$ cat src/sv/hff_pkg.sv
package hff_pkg;

   // count width: holds any field width or precision up to 63
   localparam int CNT_W = 6;
   // digit count of a 32-bit value, 1 to 8
   localparam int LEN_W = 4;
   // descriptor queue between front and back
   localparam int QUEUE_DEPTH = 2;
   localparam int QPTR_W = $clog2(QUEUE_DEPTH);

   // register indexes on the csr port
   localparam logic [2:0] REG_UPPER_CASE   = 3'd0;
   localparam logic [2:0] REG_ALT_FORM     = 3'd1;
   localparam logic [2:0] REG_LEFT_JUSTIFY = 3'd2;
   localparam logic [2:0] REG_ZERO_PAD     = 3'd3;
   localparam logic [2:0] REG_FIELD_WIDTH  = 3'd4;
   localparam logic [2:0] REG_MIN_DIGITS   = 3'd5;

   // ascii codes
   localparam logic [7:0] CHR_ZERO     = 8'd48;
   localparam logic [7:0] CHR_SPACE    = 8'd32;
   localparam logic [7:0] CHR_X_LOWER  = 8'd120;
   localparam logic [7:0] CHR_X_UPPER  = 8'd88;
   localparam logic [7:0] ALPHA_OFS_LO = 8'd87;
   localparam logic [7:0] ALPHA_OFS_UP = 8'd55;

   typedef struct packed {
      logic             upper_case;
      logic             alt_form;
      logic             left_justify;
      logic             zero_pad;
      logic [CNT_W-1:0] field_width;
      logic [CNT_W-1:0] min_digits;
   } cfg_type;

   // one classified item, as handed from front to back
   typedef struct packed {
      logic [31:0]      value;
      logic [LEN_W-1:0] len;
      logic [CNT_W-1:0] prec_cnt;
      logic [CNT_W-1:0] pad_cnt;
      logic             prefix;
      logic             upper_case;
      logic             left_justify;
      logic             zero_pad;
   } desc_type;

   // ascii character of one hex digit
   function automatic logic [7:0] hex_char(input logic [3:0] nib, input logic upper);
      logic [7:0] ch;
      if (nib < 4'd10) begin
         ch = CHR_ZERO + {4'd0, nib};
      end else begin
         ch = {4'd0, nib} + (upper ? ALPHA_OFS_UP : ALPHA_OFS_LO);
      end
      return ch;
   endfunction

endpackage

$ cat src/sv/hff_front.sv
module hff_front #(
   parameter int MAX_FIELD = 48
) (
   input  logic              clock,
   input  logic              reset,
   input  hff_pkg::cfg_type  cfg,
   input  logic              req_push,
   output logic              req_full,
   input  logic [31:0]       req_value,
   output logic              q_push,
   input  logic              q_full,
   output hff_pkg::desc_type q_data
);
   import hff_pkg::*;

   localparam logic [CNT_W-1:0] MAX_CNT = CNT_W'(MAX_FIELD);

   logic              valid_ff, valid_in;
   desc_type          desc_ff, desc_in;
   logic [CNT_W-1:0]  width_sat, prec_sat, body_len;
   logic [LEN_W-1:0]  len;
   logic              zero_alt, accept;

   // saturate the field registers
   assign width_sat = (cfg.field_width > MAX_CNT) ? MAX_CNT : cfg.field_width;
   assign prec_sat  = (cfg.min_digits > MAX_CNT) ? MAX_CNT : cfg.min_digits;

   // significant digit count
   always_comb begin
      len = LEN_W'(1);
      for (int i = 1; i < 8; i++) begin
         if ((req_value >> (4 * i)) != 32'd0) begin
            len = LEN_W'(i + 1);
         end
      end
   end

   // digits plus precision zeros
   assign body_len = (prec_sat > CNT_W'(len)) ? prec_sat : CNT_W'(len);
   assign zero_alt = cfg.alt_form && (req_value == 32'd0);

   // classify the beat into a descriptor
   always_comb begin
      desc_in              = desc_ff;
      desc_in.value        = req_value;
      desc_in.len          = len;
      desc_in.prec_cnt     = zero_alt ? '0 : body_len - CNT_W'(len);
      desc_in.pad_cnt      = (zero_alt || width_sat <= body_len) ? '0 : width_sat - body_len;
      desc_in.prefix       = cfg.alt_form && (req_value != 32'd0);
      desc_in.upper_case   = cfg.upper_case;
      desc_in.left_justify = cfg.left_justify;
      desc_in.zero_pad     = cfg.zero_pad;
   end

   assign req_full = valid_ff && q_full;
   assign accept   = req_push && !req_full;
   assign q_push   = valid_ff;
   assign q_data   = desc_ff;

   // stage register in front of the queue
   always_comb begin
      valid_in = valid_ff;
      if (valid_ff && !q_full) begin
         valid_in = 1'b0;
      end
      if (accept) begin
         valid_in = 1'b1;
      end
   end

   always_ff @(posedge clock) begin
      if (reset) begin
         valid_ff <= 1'b0;
      end else begin
         valid_ff <= valid_in;
      end
      if (accept) begin
         desc_ff <= desc_in;
      end
   end

endmodule

$ cat src/sv/hff_queue.sv
module hff_queue (
   input  logic              clock,
   input  logic              reset,
   input  logic              push,
   output logic              full,
   input  hff_pkg::desc_type wdata,
   input  logic              pop,
   output logic              empty,
   output hff_pkg::desc_type rdata
);
   import hff_pkg::*;

   desc_type             mem_ff [QUEUE_DEPTH];
   logic [QPTR_W-1:0]    wptr_ff, wptr_in, rptr_ff, rptr_in;
   logic [QPTR_W:0]      count_ff, count_in;
   logic                 do_push, do_pop;

   assign full    = (count_ff == (QPTR_W+1)'(QUEUE_DEPTH));
   assign empty   = (count_ff == '0);
   assign do_push = push && !full;
   assign do_pop  = pop && !empty;
   assign rdata   = mem_ff[rptr_ff];

   // pointer and fill count
   always_comb begin
      wptr_in  = do_push ? wptr_ff + QPTR_W'(1) : wptr_ff;
      rptr_in  = do_pop ? rptr_ff + QPTR_W'(1) : rptr_ff;
      count_in = count_ff;
      if (do_push && !do_pop) begin
         count_in = count_ff + (QPTR_W+1)'(1);
      end else if (do_pop && !do_push) begin
         count_in = count_ff - (QPTR_W+1)'(1);
      end
   end

   always_ff @(posedge clock) begin
      if (reset) begin
         wptr_ff  <= '0;
         rptr_ff  <= '0;
         count_ff <= '0;
      end else begin
         wptr_ff  <= wptr_in;
         rptr_ff  <= rptr_in;
         count_ff <= count_in;
      end
      if (do_push) begin
         mem_ff[wptr_ff] <= wdata;
      end
   end

endmodule

$ cat src/sv/hff_back.sv
module hff_back (
   input  logic              clock,
   input  logic              reset,
   input  logic              q_empty,
   input  hff_pkg::desc_type q_data,
   output logic              q_pop,
   output logic              rsp_empty,
   input  logic              rsp_pop,
   output logic [7:0]        rsp_out_char,
   output logic              rsp_last_char
);
   import hff_pkg::*;

   // output sections, in emission order
   localparam logic [2:0] PH_LEAD  = 3'd0;
   localparam logic [2:0] PH_PFX   = 3'd1;
   localparam logic [2:0] PH_ZPAD  = 3'd2;
   localparam logic [2:0] PH_PREC  = 3'd3;
   localparam logic [2:0] PH_DIG   = 3'd4;
   localparam logic [2:0] PH_TRAIL = 3'd5;
   localparam logic [2:0] PH_DONE  = 3'd6;

   logic              busy_ff, busy_in;
   logic [2:0]        phase_ff, phase_in;
   logic [CNT_W-1:0]  cnt_ff, cnt_in;
   desc_type          desc_ff;
   logic              out_valid_ff, out_valid_in;
   logic [7:0]        out_char_ff, out_char_in;
   logic              out_last_ff, out_last_in;
   logic              advance, last, load;
   logic [2:0]        nxt_phase, ld_phase, dig_idx;

   // characters in one section
   function automatic logic [CNT_W-1:0] sec_count(input logic [2:0] ph, input desc_type d);
      logic [CNT_W-1:0] n;
      case (ph)
         PH_LEAD:  n = (!d.zero_pad && !d.left_justify) ? d.pad_cnt : '0;
         PH_PFX:   n = d.prefix ? CNT_W'(2) : '0;
         PH_ZPAD:  n = d.zero_pad ? d.pad_cnt : '0;
         PH_PREC:  n = d.prec_cnt;
         PH_DIG:   n = CNT_W'(d.len);
         PH_TRAIL: n = (!d.zero_pad && d.left_justify) ? d.pad_cnt : '0;
         default:  n = '0;
      endcase
      return n;
   endfunction

   // first non-empty section at or after start
   function automatic logic [2:0] pick(input logic [2:0] start, input desc_type d);
      logic [2:0] ph;
      logic       found;
      ph    = PH_DONE;
      found = 1'b0;
      for (int k = 0; k < 6; k++) begin
         if (!found && 3'(k) >= start && sec_count(3'(k), d) != '0) begin
            ph    = 3'(k);
            found = 1'b1;
         end
      end
      return ph;
   endfunction

   assign advance   = busy_ff && (!out_valid_ff || rsp_pop);
   assign nxt_phase = pick(phase_ff + 3'd1, desc_ff);
   assign last      = (cnt_ff == CNT_W'(1)) && (nxt_phase == PH_DONE);
   assign load      = !q_empty && (!busy_ff || (advance && last));
   assign q_pop     = load;
   assign ld_phase  = pick(PH_LEAD, q_data);
   assign dig_idx   = cnt_ff[2:0] - 3'd1;

   // character of the current position
   always_comb begin
      case (phase_ff)
         PH_LEAD, PH_TRAIL: out_char_in = CHR_SPACE;
         PH_PFX: begin
            if (cnt_ff == CNT_W'(2)) begin
               out_char_in = CHR_ZERO;
            end else begin
               out_char_in = desc_ff.upper_case ? CHR_X_UPPER : CHR_X_LOWER;
            end
         end
         PH_DIG:  out_char_in = hex_char(desc_ff.value[4*dig_idx +: 4], desc_ff.upper_case);
         default: out_char_in = CHR_ZERO;
      endcase
   end

   // sequencer and output register
   always_comb begin
      busy_in      = busy_ff;
      phase_in     = phase_ff;
      cnt_in       = cnt_ff;
      out_valid_in = out_valid_ff;
      out_last_in  = out_last_ff;
      if (rsp_pop) begin
         out_valid_in = 1'b0;
      end
      if (advance) begin
         out_valid_in = 1'b1;
         out_last_in  = last;
         if (last) begin
            busy_in = 1'b0;
         end else if (cnt_ff == CNT_W'(1)) begin
            phase_in = nxt_phase;
            cnt_in   = sec_count(nxt_phase, desc_ff);
         end else begin
            cnt_in = cnt_ff - CNT_W'(1);
         end
      end
      if (load) begin
         busy_in  = 1'b1;
         phase_in = ld_phase;
         cnt_in   = sec_count(ld_phase, q_data);
      end
   end

   always_ff @(posedge clock) begin
      if (reset) begin
         busy_ff      <= 1'b0;
         out_valid_ff <= 1'b0;
         phase_ff     <= PH_DONE;
         cnt_ff       <= '0;
      end else begin
         busy_ff      <= busy_in;
         out_valid_ff <= out_valid_in;
         phase_ff     <= phase_in;
         cnt_ff       <= cnt_in;
      end
      if (load) begin
         desc_ff <= q_data;
      end
      if (advance) begin
         out_char_ff <= out_char_in;
         out_last_ff <= out_last_in;
      end
   end

   assign rsp_empty     = !out_valid_ff;
   assign rsp_out_char  = out_char_ff;
   assign rsp_last_char = out_last_ff;

endmodule

$ cat src/sv/hex_field_formatter_core.sv
// Hexadecimal field formatter: turns each 32-bit value into printf-style hex
// text, one ASCII character per result beat, last character flagged.
// Input channel: req_push / req_full carry req_value; a beat is taken when
// req_push is high and req_full low. Result channel: rsp_out_char and
// rsp_last_char are valid while rsp_empty is low; rsp_pop takes a beat.
// csr port: six registers at byte addresses 0,4,..,20 (upper_case, alt_form,
// left_justify, zero_pad, field_width, min_digits); write only while idle.
// The first character of a value passes the front stage, the descriptor queue,
// the back's descriptor register and the output register, in that order.
// Throughput: one character per cycle from the back sequencer while the
// receiver pops; a field has 1 to MAX_FIELD+2 characters. A queued next
// value's first character follows the previous last with no gap.
// When the receiver stalls, the output register holds its beat, the back
// stops, the two-entry queue fills and then req_full rises.
// Reset clears the registers to zero and empties all stages.
module hex_field_formatter_core #(
   parameter int MAX_FIELD = 48
) (
   input  logic        clock,
   input  logic        reset,
   input  logic        req_push,
   output logic        req_full,
   input  logic [31:0] req_value,
   output logic        rsp_empty,
   input  logic        rsp_pop,
   output logic [7:0]  rsp_out_char,
   output logic        rsp_last_char,
   input  logic        csr_psel,
   input  logic        csr_penable,
   input  logic        csr_pwrite,
   input  logic [4:0]  csr_paddr,
   input  logic [31:0] csr_pwdata,
   output logic [31:0] csr_prdata,
   output logic        csr_pready
);
   import hff_pkg::*;

   cfg_type    cfg_ff, cfg_in;
   logic       wr_en;
   logic [2:0] reg_idx;
   logic       q_push, q_full, q_pop, q_empty;
   desc_type   q_wdata, q_rdata;

   assign csr_pready = 1'b1;
   assign reg_idx    = csr_paddr[4:2];
   assign wr_en      = csr_psel && csr_penable && csr_pwrite;

   // register writes
   always_comb begin
      cfg_in = cfg_ff;
      if (wr_en) begin
         case (reg_idx)
            REG_UPPER_CASE:   cfg_in.upper_case   = csr_pwdata[0];
            REG_ALT_FORM:     cfg_in.alt_form     = csr_pwdata[0];
            REG_LEFT_JUSTIFY: cfg_in.left_justify = csr_pwdata[0];
            REG_ZERO_PAD:     cfg_in.zero_pad     = csr_pwdata[0];
            REG_FIELD_WIDTH:  cfg_in.field_width  = csr_pwdata[CNT_W-1:0];
            REG_MIN_DIGITS:   cfg_in.min_digits   = csr_pwdata[CNT_W-1:0];
            default:          cfg_in = cfg_ff;
         endcase
      end
   end

   // register reads
   always_comb begin
      case (reg_idx)
         REG_UPPER_CASE:   csr_prdata = {31'd0, cfg_ff.upper_case};
         REG_ALT_FORM:     csr_prdata = {31'd0, cfg_ff.alt_form};
         REG_LEFT_JUSTIFY: csr_prdata = {31'd0, cfg_ff.left_justify};
         REG_ZERO_PAD:     csr_prdata = {31'd0, cfg_ff.zero_pad};
         REG_FIELD_WIDTH:  csr_prdata = {(32-CNT_W)'(0), cfg_ff.field_width};
         REG_MIN_DIGITS:   csr_prdata = {(32-CNT_W)'(0), cfg_ff.min_digits};
         default:          csr_prdata = 32'd0;
      endcase
   end

   always_ff @(posedge clock) begin
      if (reset) begin
         cfg_ff <= '0;
      end else begin
         cfg_ff <= cfg_in;
      end
   end

   hff_front #(
      .MAX_FIELD (MAX_FIELD)
   ) u_front (
      .clock     (clock),
      .reset     (reset),
      .cfg       (cfg_ff),
      .req_push  (req_push),
      .req_full  (req_full),
      .req_value (req_value),
      .q_push    (q_push),
      .q_full    (q_full),
      .q_data    (q_wdata)
   );

   hff_queue u_queue (
      .clock (clock),
      .reset (reset),
      .push  (q_push),
      .full  (q_full),
      .wdata (q_wdata),
      .pop   (q_pop),
      .empty (q_empty),
      .rdata (q_rdata)
   );

   hff_back u_back (
      .clock         (clock),
      .reset         (reset),
      .q_empty       (q_empty),
      .q_data        (q_rdata),
      .q_pop         (q_pop),
      .rsp_empty     (rsp_empty),
      .rsp_pop       (rsp_pop),
      .rsp_out_char  (rsp_out_char),
      .rsp_last_char (rsp_last_char)
   );

endmodule

$ cat config.mk
export PLATFORM = sky130hd
export DESIGN_NAME = hex_field_formatter_core
export DESIGN_NICKNAME = d
export VERILOG_FILES = /design/src/sv/hff_pkg.sv /design/src/sv/hff_front.sv /design/src/sv/hff_queue.sv /design/src/sv/hff_back.sv /design/src/sv/hex_field_formatter_core.sv
export SDC_FILE = /design/constraint.sdc
export NUM_CORES = 1
export LEC_CHECK = 0
export ABC_CLOCK_PERIOD_IN_PS = 5400
export BUFFER_PORTS_ARGS = -buffer_cell sky130_fd_sc_hd__buf_2
export CAP_MARGIN = 20
export CORE_ASPECT_RATIO = 2
export CORE_UTILIZATION = 50
export DETAILED_ROUTE_END_ITERATION = 8
export GPL_TIMING_DRIVEN = 0
export PLACE_DENSITY = 0.72
export SLEW_MARGIN = 20
export SYNTH_ARGS = -nofsm -noshare
export SYNTH_HDL_FRONTEND = slang
export SYNTH_SLANG_ARGS = --single-unit
$ cat constraint.sdc
create_clock -name clock -period 5.4 [get_ports clock]
set_input_delay 1.08 -clock clock [delete_from_list [all_inputs] [get_ports clock]]
set_output_delay 1.08 -clock clock [all_outputs]
set_load 0.01 [all_outputs]
==> qor.txt <==
Status: finished clean
Commonest cells post-synth: edfxtp_1, nor2_1, mux2_2
Synthesized area: 0.0110 mm^2
H-Tree Level Count: 1
Clock network power share: 23.4%
Yosys cell types: 72
Chip height: 212 um
Via-to-Cell Ratio: 5.55
Sw power: 1870 uW
Share of power burned in registers: 46.8%
Vias post-DR: 6600
Crit path DAT: 5.32 ns
Leakage: 0.00450 uW
Avg WL per Cell: 19.0 um
Power Dens Cells: 466 mW/mm^2
Largest net degree at the start of global routing: 61
Post-CTS Setup Bufs: 0
Final Max Slew Viols: 0
Row count: 76
Crit Path Class: input port to flop
Post-route cell area: 0.0126 mm^2
Most frequent cell after synthesis: edfxtp_1
Root Driver: clkbuf_16
Fmax achieved: 197 MHz
Top_reg_cell synth: edfxtp_1
Final hold vios: 0
First-pass GRT wire length: 35600 um
Initial antenna violation count: 0
Horiz. Die Dim: 107 um
CTS Sinks: 249
CP Launch Type: input port
Ranking of synthesized cells by area: edfxtp_1, dfxtp_1, mux2_2
Clock Latency Late Sink: 0.51 ns
Inserted Diodes: 0
Die ar.: 0.0227 mm^2
Worst EP required: 5.64 ns
Final setup fails: 0
Initial drt markers: 235
Num CTS Buffers: 21
RSZ-0062 raised after global routing: false
Nets: 1007
RePlAce Congestion: 0.921
Internal cell power: 3980 uW
Seq cells post-synth: 249
Remaining Overflow, GRT: 0
Syn_area_per_cell: 14.0 um^2
Worst-path fanout max: 8
Detail Placement HPWL: 17100 um
Setup Skew: 0.0170 ns
Largest area contributor in the synthesized netlist: edfxtp_1
HP Class: flop to flop
Sw frac: 32.0%
Pre-antenna DRT Iters: 5
CTS tree: done
Synth top area share: 58.7%
Initial core utilization: 51.1%
Maximum capacitance violations: 0
Worst-Margin Slew: 0.782 ns
Number of synthesized flops with an enable pin: 216
Setup TNS: 0 ns
Vias in the first global route: 6913
Post-Synthesis Cells: 790
Share of cells above drive strength 1: 23.4%
Slew margin rel.: 47.4%
Hold buffers post-CTS: 0
Seq/Total Area, Yosys: 64.7%
Clock Path Buffers: 3
Area delta synth->final: 13.8%
Reg clk slew, reported paths: 0.07 ns
Comb power frac: 29.9%
CP Capture Type: flop
IO Pins: 120
Synth async-reset ratio: 0%
Final Cycle Share: 94.1%
Tmin final: 5.08 ns
Ys Warns: 0
Peak VDD IR: 0.223 mV
Core area: 0.0216 mm^2
Drt drc: 0
Post-DRT Antenna Nets: 0
DP Area: 0.0119 mm^2
Port buffer count: 62
Total Routed Length: 22600 um
GR Util All Layers: 20.8%
## final cells by class
| type | instances | area, um^2 |
|---|---|---|
| repair buffers | 66 | 405 |
| flip-flops and latches | 249 | 7150 |
| plain buffers | 51 | 302 |
| inverters | 34 | 130 |
| multi-input cells | 482 | 3630 |
| fillers | 1690 | 9020 |
| clock buffers | 26 | 554 |
| clock inverters | 9 | 50.0 |
| well taps | 273 | 342 |
## state kept, by name (all words and copies together), names as in the netlist, named ones only
register and cells:
u_back.desc_ff 52, u_queue.mem_ff 104, u_back.rsp_out_char 7, u_queue.wptr_ff 1, u_back.rsp_last_char 1, cfg_ff 16
u_back.phase_ff 3, u_front.q_data 52, u_back.cnt_ff 6, u_front.q_push 1, u_back.out_valid_ff 1, u_back.busy_ff 1
u_queue.rptr_ff 1, u_queue.count_ff 2
## cells by family after synthesis
kind of cell             after synthesis  synth area share, %
AO/OA/AOI/OAI                        125                 8.19
XOR/XNOR                              18                 1.43
adder cells (fa/ha/maj)               26                 3.08
buffers and inverters                 85                 3.89
flip-flops                           249                 64.7
multiplexers                          87                 9.45
other                                  2               0.0680
AND/OR/NAND/NOR                      198                 9.16
## power groups by stage
stage | registers, uW | clock network [uW] | logic, uW
after floorplan | 2720 | 0 | 1270
after global placement | 2770 | 0 | 1700
after detailed placement | 2770 | 0 | 1740
after CTS | 2730 | 1400 | 1750
after global routing | 2770 | 1460 | 1920
final | 2730 | 1370 | 1750
## final timing paths
path / cells past startpoint / from / endpoint / slack, ns
worst max-delay path: 23 / req_value[29] / u_front.q_data[6]$_SDFFCE_PP0P_ / 0.32
worst min-delay path: 0 / u_front.q_data[32]$_DFFE_PP_ / u_queue.mem_ff[0][32]$_DFFE_PP_ / 0.44
worst max register to register: 20 / cfg_ff[5]$_SDFFE_PP0P_ / u_front.q_data[6]$_SDFFCE_PP0P_ / 1.24
worst min register to register: 0 / u_front.q_data[32]$_DFFE_PP_ / u_queue.mem_ff[0][32]$_DFFE_PP_ / 0.44
## routing by layer
| metal | wire length (um) | GRT usage [%] | part of all wire [%] |
|---|---|---|---|
| met1 | 7490 | 19.5 | 33 |
| met2 | 13400 | 42.2 | 59 |
| met3 | 611 | 1.96 | 2.7 |
| met4 | 1170 | 11.5 | 5.2 |
| met5 | 0 | 0 | 0 |
## placed cells by master (no fill, tap or decap), types with 22 or more instances in the layout
master | synthesis | routed
edfxtp_1 | 216 | 216
buf_2 | 4 | 66
nor2_1 | 55 | 54
mux2_2 | 48 | 48
nand2_1 | 39 | 39
inv_1 | 33 | 33
dfxtp_1 | 33 | 33
mux2i_1 | 30 | 30
buf_4 | 28 | 28
conb_1 | 2 | 28
ha_1 | 24 | 24
a21oi_1 | 25 | 23
nand3_1 | 23 | 22
## what timing repair did
action	4_1_cts	5_1_grt
gates resized for setup	5	6
pin swaps	0	0
setup endpoints to repair	6	5
## per-stage QoR
| stage | util, % | power, uW | std cells | hold slack (ns) | setup WS (ns) |
|---|---|---|---|---|---|
| finish | 58.2 | 5850 | 1190 | 0.442 | 0.320 |
| CTS | 58.1 | 5880 | 1190 | 0.445 | 0.0185 |
| floorplan | - | 3980 | 816 | 0.421 | 0.227 |
| global placement | 54.6 | 4470 | 1151 | 0.422 | -0.785 |
| global route | 58.2 | 6150 | 1190 | 0.455 | 0.0408 |
| detailed placement | 55.2 | 4510 | 1155 | 0.430 | -0.895 |
## critical path: stages
cell      delay (ns)
buf_2           0.10
or4_1           0.50
clkbuf_1        0.21
inv_1           0.19
o21ai_2         0.13
ha_1            0.33
nor2b_1         0.13
o21ai_0         0.15
nand2b_1        0.07
a21oi_1         0.14
a41o_1          0.16
nand3_2         0.22
mux2_2          0.31
ha_1            0.13
inv_1           0.06
fa_1            0.41
a21o_1          0.18
a21oi_1         0.20
nor2b_1         0.09
o21ai_0         0.15
a21oi_1         0.12
o21ai_2         0.14
nor2_1          0.10
Power figures use the tool's default switching activity.
